[src/hdl/lkvc_pkg.sv]
// Shared types and constants of the LRU key/value cache.
package lkvc_pkg;

	localparam int KEY_W = 31;
	localparam int VAL_W = 32;
	localparam int CAP_W = 5;

	typedef logic [KEY_W-1:0] key_t;
	typedef logic signed [VAL_W-1:0] value_t;
	typedef logic [CAP_W-1:0] cap_t;

	// Capacity after reset.
	localparam cap_t CAP_RESET = 5'd16;
	// Read value returned by a get that misses.
	localparam value_t MISS_VALUE = {VAL_W{1'b1}};

	typedef enum logic {
		MODE_GET = 1'b0,
		MODE_PUT = 1'b1
	} mode_t;

	// Entry update command from the lookup to the store.
	typedef struct packed {
		logic en;          // touch the selected slot (make it most recent)
		logic insert;      // slot is a free one: mark valid and bump the count
		logic load_key;    // write the item key into the slot
		logic load_value;  // write the item value into the slot
	} upd_t;

endpackage

[src/hdl/lkvc_req_if.sv]
// Request channel: one get or put word with valid/ready handshake.
interface lkvc_req_if import lkvc_pkg::*; ();
	logic   valid;
	logic   ready;
	mode_t  mode;
	key_t   key;
	value_t write_value;

	modport source (output valid, output mode, output key, output write_value, input ready);
	modport sink (input valid, input mode, input key, input write_value, output ready);
endinterface

[src/hdl/lkvc_rsp_if.sv]
// Response channel: one result word with valid/ready handshake.
interface lkvc_rsp_if import lkvc_pkg::*; ();
	logic   valid;
	logic   ready;
	logic   hit;
	value_t read_value;

	modport source (output valid, output hit, output read_value, input ready);
	modport sink (input valid, input hit, input read_value, output ready);
endinterface

[src/hdl/lkvc_store.sv]
// Entry storage: valid bits, keys, values, recency ranks and fill count.
module lkvc_store import lkvc_pkg::*; #(
	parameter int MAX_ENTRIES = 16,
	localparam int IdxW = (MAX_ENTRIES > 1) ? $clog2(MAX_ENTRIES) : 1,
	localparam int CntW = $clog2(MAX_ENTRIES + 1)
) (
	input  logic                          clk,
	input  logic                          arst_n,
	input  upd_t                          upd,
	input  logic [IdxW-1:0]               slot,
	input  logic [CntW-1:0]               ref_age,
	input  key_t                          key,
	input  value_t                        value_in,
	output logic [MAX_ENTRIES-1:0]        valid,
	output key_t                          keys [MAX_ENTRIES],
	output value_t                        values [MAX_ENTRIES],
	output logic [IdxW-1:0]               ages [MAX_ENTRIES],
	output logic [CntW-1:0]               count
);
	logic [MAX_ENTRIES-1:0] valid_q;
	logic [IdxW-1:0]        ages_q [MAX_ENTRIES];
	logic [CntW-1:0]        count_q;
	key_t                   keys_q [MAX_ENTRIES];
	value_t                 values_q [MAX_ENTRIES];

	// Touch: selected slot goes to rank 0, every valid slot younger than the
	// reference rank ages by one.
	always_ff @(posedge clk or negedge arst_n) begin
		if (!arst_n) begin
			valid_q <= '0;
			count_q <= '0;
			for (int i = 0; i < MAX_ENTRIES; i++) begin
				ages_q[i] <= '0;
			end
		end else if (upd.en) begin
			for (int i = 0; i < MAX_ENTRIES; i++) begin
				if (IdxW'(i) == slot) begin
					ages_q[i] <= '0;
				end else if (valid_q[i] && (CntW'(ages_q[i]) < ref_age)) begin
					ages_q[i] <= ages_q[i] + IdxW'(1);
				end
			end
			if (upd.insert) begin
				valid_q[slot] <= 1'b1;
				count_q       <= count_q + CntW'(1);
			end
		end
	end

	always_ff @(posedge clk) begin
		if (upd.en && upd.load_key) begin
			keys_q[slot] <= key;
		end
		if (upd.en && upd.load_value) begin
			values_q[slot] <= value_in;
		end
	end

	assign valid  = valid_q;
	assign keys   = keys_q;
	assign values = values_q;
	assign ages   = ages_q;
	assign count  = count_q;

endmodule

[src/hdl/lkvc_lookup.sv]
// Parallel key match, free-slot and victim pick, and update decision.
module lkvc_lookup import lkvc_pkg::*; #(
	parameter int MAX_ENTRIES = 16,
	localparam int IdxW = (MAX_ENTRIES > 1) ? $clog2(MAX_ENTRIES) : 1,
	localparam int CntW = $clog2(MAX_ENTRIES + 1)
) (
	input  logic                   active,
	input  mode_t                  mode,
	input  key_t                   key,
	input  cap_t                   capacity,
	input  logic [MAX_ENTRIES-1:0] valid,
	input  key_t                   keys [MAX_ENTRIES],
	input  logic [IdxW-1:0]        ages [MAX_ENTRIES],
	input  logic [CntW-1:0]        count,
	output logic                   hit,
	output logic [IdxW-1:0]        found,
	output logic [IdxW-1:0]        slot,
	output logic [CntW-1:0]        ref_age,
	output upd_t                   upd
);
	logic [MAX_ENTRIES-1:0] match;
	logic [IdxW-1:0]        free_idx;
	logic [IdxW-1:0]        victim_idx;
	logic [CntW-1:0]        eff_cap;
	logic [CntW-1:0]        oldest;

	// Zero capacity acts as one; anything above the slot count saturates.
	always_comb begin
		if (capacity == '0) begin
			eff_cap = CntW'(1);
		end else if (int'(capacity) > MAX_ENTRIES) begin
			eff_cap = CntW'(MAX_ENTRIES);
		end else begin
			eff_cap = CntW'(capacity);
		end
	end

	assign oldest = count - CntW'(1);

	// Lowest numbered slot wins in each search.
	always_comb begin
		hit        = 1'b0;
		found      = '0;
		free_idx   = '0;
		victim_idx = '0;
		for (int i = 0; i < MAX_ENTRIES; i++) begin
			match[i] = valid[i] && (keys[i] == key);
		end
		for (int i = MAX_ENTRIES - 1; i >= 0; i--) begin
			if (match[i]) begin
				hit   = 1'b1;
				found = IdxW'(i);
			end
			if (!valid[i]) begin
				free_idx = IdxW'(i);
			end
			if (valid[i] && (CntW'(ages[i]) == oldest)) begin
				victim_idx = IdxW'(i);
			end
		end
	end

	always_comb begin
		upd     = '0;
		slot    = found;
		ref_age = CntW'(ages[found]);
		if (active) begin
			if (hit) begin
				upd.en         = 1'b1;
				upd.load_value = (mode == MODE_PUT);
			end else if (mode == MODE_PUT) begin
				upd.en         = 1'b1;
				upd.load_key   = 1'b1;
				upd.load_value = 1'b1;
				if (count < eff_cap) begin
					// New slot ranks behind everything, so all valid slots age.
					upd.insert = 1'b1;
					slot       = free_idx;
					ref_age    = count;
				end else begin
					slot    = victim_idx;
					ref_age = oldest;
				end
			end
		end
	end

endmodule

[src/hdl/lru_key_value_cache_core.sv]
// Top level of the fully associative LRU key/value cache.
// Fully associative key/value cache with least-recently-used replacement,
// MAX_ENTRIES slots. Each request word is a get or a put; each gives exactly
// one response word, in order. A get that hits returns the stored value and
// makes the entry most recent; a get that misses returns -1 with hit clear.
// A put returns 0 in read_value and hit set when the key was present; it
// overwrites on a hit, fills a free slot while the fill count is below the
// capacity register, and otherwise replaces the least recent entry. The
// capacity register (reset 16) treats 0 as 1 and saturates at MAX_ENTRIES;
// lowering it drops nothing, later put misses just replace. Write it only
// while the cache is idle. Throughput is one request per clock while the
// response side does not stall. The cycle time is set by the single pass
// from the input register to the result register: the parallel key compare
// over all slots, the lowest-index pick, and the rank compares that age the
// other entries. An output register decouples the response side, so a new
// request can enter an empty input stage while a response waits.
module lru_key_value_cache_core import lkvc_pkg::*; #(
	parameter int MAX_ENTRIES = 16
) (
	input  logic        clk,
	input  logic        arst_n,
	lkvc_req_if.sink    req,
	lkvc_rsp_if.source  rsp,
	input  logic        cfg_we,
	input  cap_t        cfg_data
);
	localparam int IdxW = (MAX_ENTRIES > 1) ? $clog2(MAX_ENTRIES) : 1;
	localparam int CntW = $clog2(MAX_ENTRIES + 1);

	cap_t   capacity_q;

	// Input stage
	logic   valid_s1;
	mode_t  mode_s1;
	key_t   key_s1;
	value_t wval_s1;

	// Result register
	logic   out_valid_q;
	logic   hit_q;
	value_t read_value_q;

	logic                   adv;
	logic                   active;
	logic                   hit;
	logic [IdxW-1:0]        found;
	logic [IdxW-1:0]        slot;
	logic [CntW-1:0]        ref_age;
	upd_t                   upd;
	logic [MAX_ENTRIES-1:0] valid;
	key_t                   keys [MAX_ENTRIES];
	value_t                 values [MAX_ENTRIES];
	logic [IdxW-1:0]        ages [MAX_ENTRIES];
	logic [CntW-1:0]        count;
	value_t                 read_value;

	always_ff @(posedge clk or negedge arst_n) begin
		if (!arst_n) begin
			capacity_q <= CAP_RESET;
		end else if (cfg_we) begin
			capacity_q <= cfg_data;
		end
	end

	// Advance the input stage whenever the result register is free or drains.
	assign adv       = !out_valid_q || rsp.ready;
	assign req.ready = !valid_s1 || adv;
	// The state update for the staged word happens on the edge it retires.
	assign active    = valid_s1 && adv;

	always_ff @(posedge clk or negedge arst_n) begin
		if (!arst_n) begin
			valid_s1 <= 1'b0;
		end else if (req.valid && req.ready) begin
			valid_s1 <= 1'b1;
		end else if (adv) begin
			valid_s1 <= 1'b0;
		end
	end

	// Payload of the staged word: load on accept, hold otherwise.
	always_ff @(posedge clk) begin
		if (req.valid && req.ready) begin
			mode_s1 <= req.mode;
			key_s1  <= req.key;
			wval_s1 <= req.write_value;
		end
	end

	lkvc_lookup #(
		.MAX_ENTRIES (MAX_ENTRIES)
	) u_lookup (
		.active   (active),
		.mode     (mode_s1),
		.key      (key_s1),
		.capacity (capacity_q),
		.valid    (valid),
		.keys     (keys),
		.ages     (ages),
		.count    (count),
		.hit      (hit),
		.found    (found),
		.slot     (slot),
		.ref_age  (ref_age),
		.upd      (upd)
	);

	lkvc_store #(
		.MAX_ENTRIES (MAX_ENTRIES)
	) u_store (
		.clk      (clk),
		.arst_n   (arst_n),
		.upd      (upd),
		.slot     (slot),
		.ref_age  (ref_age),
		.key      (key_s1),
		.value_in (wval_s1),
		.valid    (valid),
		.keys     (keys),
		.values   (values),
		.ages     (ages),
		.count    (count)
	);

	// Puts always read zero; a get reads the stored value or the miss marker.
	always_comb begin
		if (mode_s1 == MODE_PUT) begin
			read_value = '0;
		end else if (hit) begin
			read_value = values[found];
		end else begin
			read_value = MISS_VALUE;
		end
	end

	always_ff @(posedge clk or negedge arst_n) begin
		if (!arst_n) begin
			out_valid_q <= 1'b0;
		end else if (adv) begin
			out_valid_q <= valid_s1;
		end
	end

	always_ff @(posedge clk) begin
		if (active) begin
			hit_q        <= hit;
			read_value_q <= read_value;
		end
	end

	assign rsp.valid      = out_valid_q;
	assign rsp.hit        = hit_q;
	assign rsp.read_value = read_value_q;

`ifndef SYNTHESIS
	a_count_matches_valid: assert property (@(posedge clk) disable iff (!arst_n)
		$countones(valid) == int'(count))
		else $error("fill count differs from number of valid slots");

	a_count_bound: assert property (@(posedge clk) disable iff (!arst_n)
		int'(count) <= MAX_ENTRIES)
		else $error("fill count above slot count");

	a_insert_free_slot: assert property (@(posedge clk) disable iff (!arst_n)
		upd.en && upd.insert |-> !valid[slot])
		else $error("insert targets a slot in use");

	a_insert_bumps_count: assert property (@(posedge clk) disable iff (!arst_n)
		upd.en && upd.insert |=> count == $past(count) + CntW'(1))
		else $error("insert did not bump the fill count");

	a_stall_holds_stage: assert property (@(posedge clk) disable iff (!arst_n)
		valid_s1 && !adv |=> valid_s1 && $stable(key_s1) && $stable(mode_s1))
		else $error("staged word lost while output stalled");
`endif

endmodule
[src/flat_wrapper.sv]
// flat-port wrapper written by rule: the top's interface ports become plain ports
module lru_key_value_cache_core_flat import lkvc_pkg::*;
#(
	parameter int MAX_ENTRIES = 16
)
  (clk, arst_n, cfg_we, cfg_data, req_valid, req_mode, req_key, req_write_value, req_ready, rsp_valid, rsp_hit, rsp_read_value, rsp_ready);
  lkvc_req_if req_i ();
  lkvc_rsp_if rsp_i ();
  input  logic clk;
  input  logic arst_n;
  input  logic cfg_we;
  input  cap_t cfg_data;
  input wire logic [$bits(req_i.valid)-1:0] req_valid;
  input wire logic [$bits(req_i.mode)-1:0] req_mode;
  input wire logic [$bits(req_i.key)-1:0] req_key;
  input wire logic [$bits(req_i.write_value)-1:0] req_write_value;
  output wire logic [$bits(req_i.ready)-1:0] req_ready;
  output wire logic [$bits(rsp_i.valid)-1:0] rsp_valid;
  output wire logic [$bits(rsp_i.hit)-1:0] rsp_hit;
  output wire logic [$bits(rsp_i.read_value)-1:0] rsp_read_value;
  input wire logic [$bits(rsp_i.ready)-1:0] rsp_ready;
  assign req_i.valid = req_valid;
  assign req_i.mode = req_mode;
  assign req_i.key = req_key;
  assign req_i.write_value = req_write_value;
  assign req_ready = req_i.ready;
  assign rsp_valid = rsp_i.valid;
  assign rsp_hit = rsp_i.hit;
  assign rsp_read_value = rsp_i.read_value;
  assign rsp_i.ready = rsp_ready;
  lru_key_value_cache_core #(.MAX_ENTRIES(MAX_ENTRIES)) u_core (.clk(clk), .arst_n(arst_n), .req(req_i), .rsp(rsp_i), .cfg_we(cfg_we), .cfg_data(cfg_data));
endmodule
[config.mk]
export PLATFORM = sky130hd
export DESIGN_NAME = lru_key_value_cache_core_flat
export DESIGN_NICKNAME = d
export VERILOG_FILES = /design/src/hdl/lkvc_pkg.sv /design/src/hdl/lkvc_req_if.sv /design/src/hdl/lkvc_rsp_if.sv /design/src/hdl/lkvc_store.sv /design/src/hdl/lkvc_lookup.sv /design/src/hdl/lru_key_value_cache_core.sv /design/src/flat_wrapper.sv
export SDC_FILE = /design/constraint.sdc
export NUM_CORES = 2
export LEC_CHECK = 0
export BUFFER_PORTS_ARGS = -buffer_cell sky130_fd_sc_hd__buf_4
export CELL_PAD_IN_SITES_DETAIL_PLACEMENT = 1
export CELL_PAD_IN_SITES_GLOBAL_PLACEMENT = 1
export CORE_ASPECT_RATIO = 2
export CORE_MARGIN = 3
export CORE_UTILIZATION = 50
export CTS_CLUSTER_DIAMETER = 150
export CTS_CLUSTER_SIZE = 28
export DETAILED_ROUTE_END_ITERATION = 7
export PLACE_DENSITY = 0.83
export SLEW_MARGIN = 25
export SYNTH_ARGS = -nofsm -noshare
export SYNTH_HDL_FRONTEND = slang
export SYNTH_SLANG_ARGS = --single-unit
export TNS_END_PERCENT = 50
[constraint.sdc]
create_clock -name clk -period 7.4 [get_ports clk]
set_input_delay 1.11 -clock clk [delete_from_list [all_inputs] [get_ports clk]]
set_output_delay 1.11 -clock clk [all_outputs]
set_load 0.02 [all_outputs]
==> impl_metrics.toml <==
[routing]
vias = 34130
drtIter0Drc = 2786
drtAntennaViolNets = 0
drt_first_pass_iters = 5
via_per_inst = 6.372
wl_um = 169400
drc = 0
wl_per_cell_um = 31.63

[global_route]
grt_pass1_vias = 37390
grt_pass1_wl_um = 245800
grt_max_degree = 125
antenna_found_initial = 1
grt-ovfl-total = 0
grt_usage_pct = 29.90

[placed_design]
post-dp-hpwl_um = 116200
io_buffers = 108
pre_cts_ws_ps = 990.4
dp.cells = 5267
gp_congestion = 0.9742

[timing]
maxSlewViolCount = 0
fin_crit_ps = 6608
tightest_slew_ps = 1094
fin_crit_sh_pct = 89.29
relSlewSlack_pct = 27.04
hold_slack_ps = 382.3
fin_skew_ps = 35.87
finalSetupViolCount = 0
timing.fmax_mhz = 151.3
tns_ps = 0
final_hold_viol_count = 0
rsz0062_at_grt = "no"
worst_slack_ps = 792.2

[final_layout]
synthToLayoutAreaGrowth_pct = 9.433
layout-drive-gt1-share_pct = 14.05
final_cell_count_no_fill = 5356
final_nets = 4085
n_fill_cell = 10290

[status]
status = "complete, no violations"

[clock_network]
clk_latency_ps = 700
hold_buffers = 0
clock_path_buffers = 3
post-cts-setup-buffers = 0
h-tree-depth = 2
ctsResizeCount = 0
cts-root-buf = "clkbuf_16"
cts_tree = "built"
clock_sinks = 1197
cts_inserted_buffers = 48
path_clk_slew_ps = 110

[die]
core_um2 = 107200
rows = 170
die_y_um = 470.9
start_util_pct = 50.41
die_x_um = 238.5
io_pins = 109
die_area_um2 = 112300

[pwr]
power.switching_mw = 4.029
p_comb_share_pct = 19.2
power_density_nw_per_um2 = 236.6
p_leak_nw = 18.82
irDropWorstVdd_mv = 0.2594
switching_share_pct = 28.79
total_power_mw = 13.99
pwr-share-clk_pct = 23.6
seq_power_share_pct = 57.3
p_int_mw = 9.965

[worst_setup_path]
crit_fanout = 13
endpoint_kind = "register"
critPathArrivalTime_ps = 7210
cp.required_ps = 8000
cpMaxStageDelayCell = "edfxtp_1"
startpoint_type = "register"
max_stage_delay_ps = 1090
criticalPathCategory = "reg2reg"
cp_cell_sequence = "buf_4 > xnor2_1 > nand4_1 > nor4_1 > nand3_1 > nand2_1 > a311oi_1 > o31ai_4 > buf_8 > mux2_2 > nor2_1 > a21oi_1 > o21ai_0 > nand2_1 > o221ai_2 > buf_4 > ha_1 > o21a_1 > o21a_1 > o21ai_0 > and3_1 > a31oi_1 > or3_1 > a21oi_1"

[yosys]
syn-instance-count = 3776
synthAdderAreaFrac_pct = 1.621
synth_compound_area_share_pct = 5.672
synth_area_um2 = 54040
synth-simple-area-share_pct = 9.514
postSynth.asyncResetShare_pct = 7.686
synth_edf_count = 1105
synthXorXnorAreaFrac_pct = 9.629
synthMuxAreaShare_pct = 5.948
yosysSeqAreaShare_pct = 65.66
post_synth.cell_area_avg_um2 = 14.31
syn_nets = 3920
synth.distinct_cells = 87
ys_warn_count = 0
synth_seq_cells = 1197
synth_top_family_by_area = "XOR/XNOR gates"
synthFlopType = "edfxtp_1"

[worst_hold_path]
worstHoldPathType = "in2async"

[run]
drv_cap = 0
[critical path, delay by kind of cell (launching register included)]
| family | cells | cell delay (ps) |
|---|---|---|
| buffers and inverters | 3 | 870 |
| DFF | 1 | 1090 |
| xor gates and xnor gates | 1 | 230 |
| AOI/OAI and AO/OA | 10 | 2090 |
| and+or+nand+nor | 8 | 1600 |
| adders and majority gates | 1 | 270 |
| muxes | 1 | 340 |
[logic make-up after synthesis]
family	count (synthesis)
flops	1197
mux	302
compound gates	463
buf+inv	209
simple gates	960
fa+ha+maj	70
xor+xnor	575
[power by group through the flow]
stage	Sequential (mW)	Clock (mW)	Combinational, mW
after detailed placement	8.16	0	2.63
after global routing	8.03	3.59	2.88
final	8.01	3.30	2.68
after global placement	8.13	0	2.54
after floorplan	8.02	0	1.67
after CTS	8.00	3.37	2.65
[metal layers]
metal | vias to the layer above | GRT usage (%) | part of all wire (%)
met2 | 1321 | 54.89 | 53
met4 | 0 | 24.54 | 10
met5 | - | 0 | 0
li1 | 14690 | - | -
met1 | 17480 | 29.82 | 32
met3 | 648 | 3.680 | 4.6
[Yosys cell counts, types with 15 or more instances]
cell type	count	share of area [%]
nand2_1	98	0.68
buf_4	40	0.56
o21ai_0	58	0.54
nor2_1	245	1.7
nand3_1	54	0.50
xor2_1	100	1.6
dfrtp_1	91	4.2
a21oi_1	131	1.2
o21a_1	26	0.36
and2_1	19	0.22
nor3_1	60	0.56
o22ai_1	36	0.42
a211oi_1	74	1.0
clkbuf_1	62	0.43
mux2i_1	153	2.8
nand4_1	263	3.0
edfxtp_1	1105	61
inv_1	32	0.22
o21bai_1	15	0.21
buf_1	18	0.13
mux2_2	145	3.0
buf_2	48	0.44
nand2b_1	44	0.51
xnor2_1	461	7.5
o211ai_1	21	0.29
ha_1	70	1.6
nor4_1	86	1.0
[path summary, 6_finish.rpt]
path                                              from                                  end  slack (ps)  depth (start not counted)
hold reg to reg            u_core.valid_s1$_DFFE_PN0P_         u_core.rsp.valid$_DFFE_PN0P_         520                          1
setup reg to reg           u_core.key_s1[16]$_DFFE_PP_  u_core.u_store.ages[54]$_DFFE_PN0P_         790                         24
hold / removal                                  arst_n     u_core.capacity_q[3]$_DFFE_PN0P_         380                          1
max in group asynchronous                       arst_n  u_core.u_store.ages[54]$_DFFE_PN0P_        5720                          2
min in group clk           u_core.valid_s1$_DFFE_PN0P_         u_core.rsp.valid$_DFFE_PN0P_         520                          1
setup / recovery           u_core.key_s1[16]$_DFFE_PP_  u_core.u_store.ages[54]$_DFFE_PN0P_         790                         24
[state kept, by name, summed over array words and instances, names as in the netlist, 5 cells and up]
register	count
u_core.capacity_q	5
u_core.key_s1	31
u_core.rsp.read_value	32
u_core.u_store.ages	64
u_core.u_store.count	5
u_core.u_store.keys	496
u_core.u_store.valid	16
u_core.u_store.values	512
u_core.wval_s1	32
[cells in the final DEF (no fill, tap or decap), types with 58 or more instances in the layout]
cell         n
mux2_2     145
edfxtp_1  1105
o21ai_0     58
buf_4      251
ha_1        70
a211oi_1    72
nand4_1    263
dfrtp_1     91
a21oi_1    131
nor4_1      82
nand2_1     97
xnor2_1    461
mux2i_1    153
xor2_1     100
nor2_1     220
[final cells by class]
| cell class | count | area (µm²) | area share [%] |
|---|---|---|---|
| diodes | 1 | 2.502 | 0.004231 |
| well taps | 1376 | 1722 | 2.911 |
| multi-input cells | 2370 | 17750 | 30.01 |
| clock inverters | 1 | 8.758 | 0.01481 |
| inverters | 33 | 123.9 | 0.2095 |
| repair buffers | 291 | 2680 | 4.532 |
| flip-flops and latches | 1197 | 35490 | 60.00 |
| clock buffers | 87 | 1369 | 2.315 |
[through the flow]
stage               util [%]  cell area, µm²
floorplan                  -           54040
global placement       53.85           57720
detailed placement     53.87           57750
CTS                    55.15           59120
global route           55.16           59140
finish                 55.16           59140
Note: power is estimated with default switching activity, not from simulation.
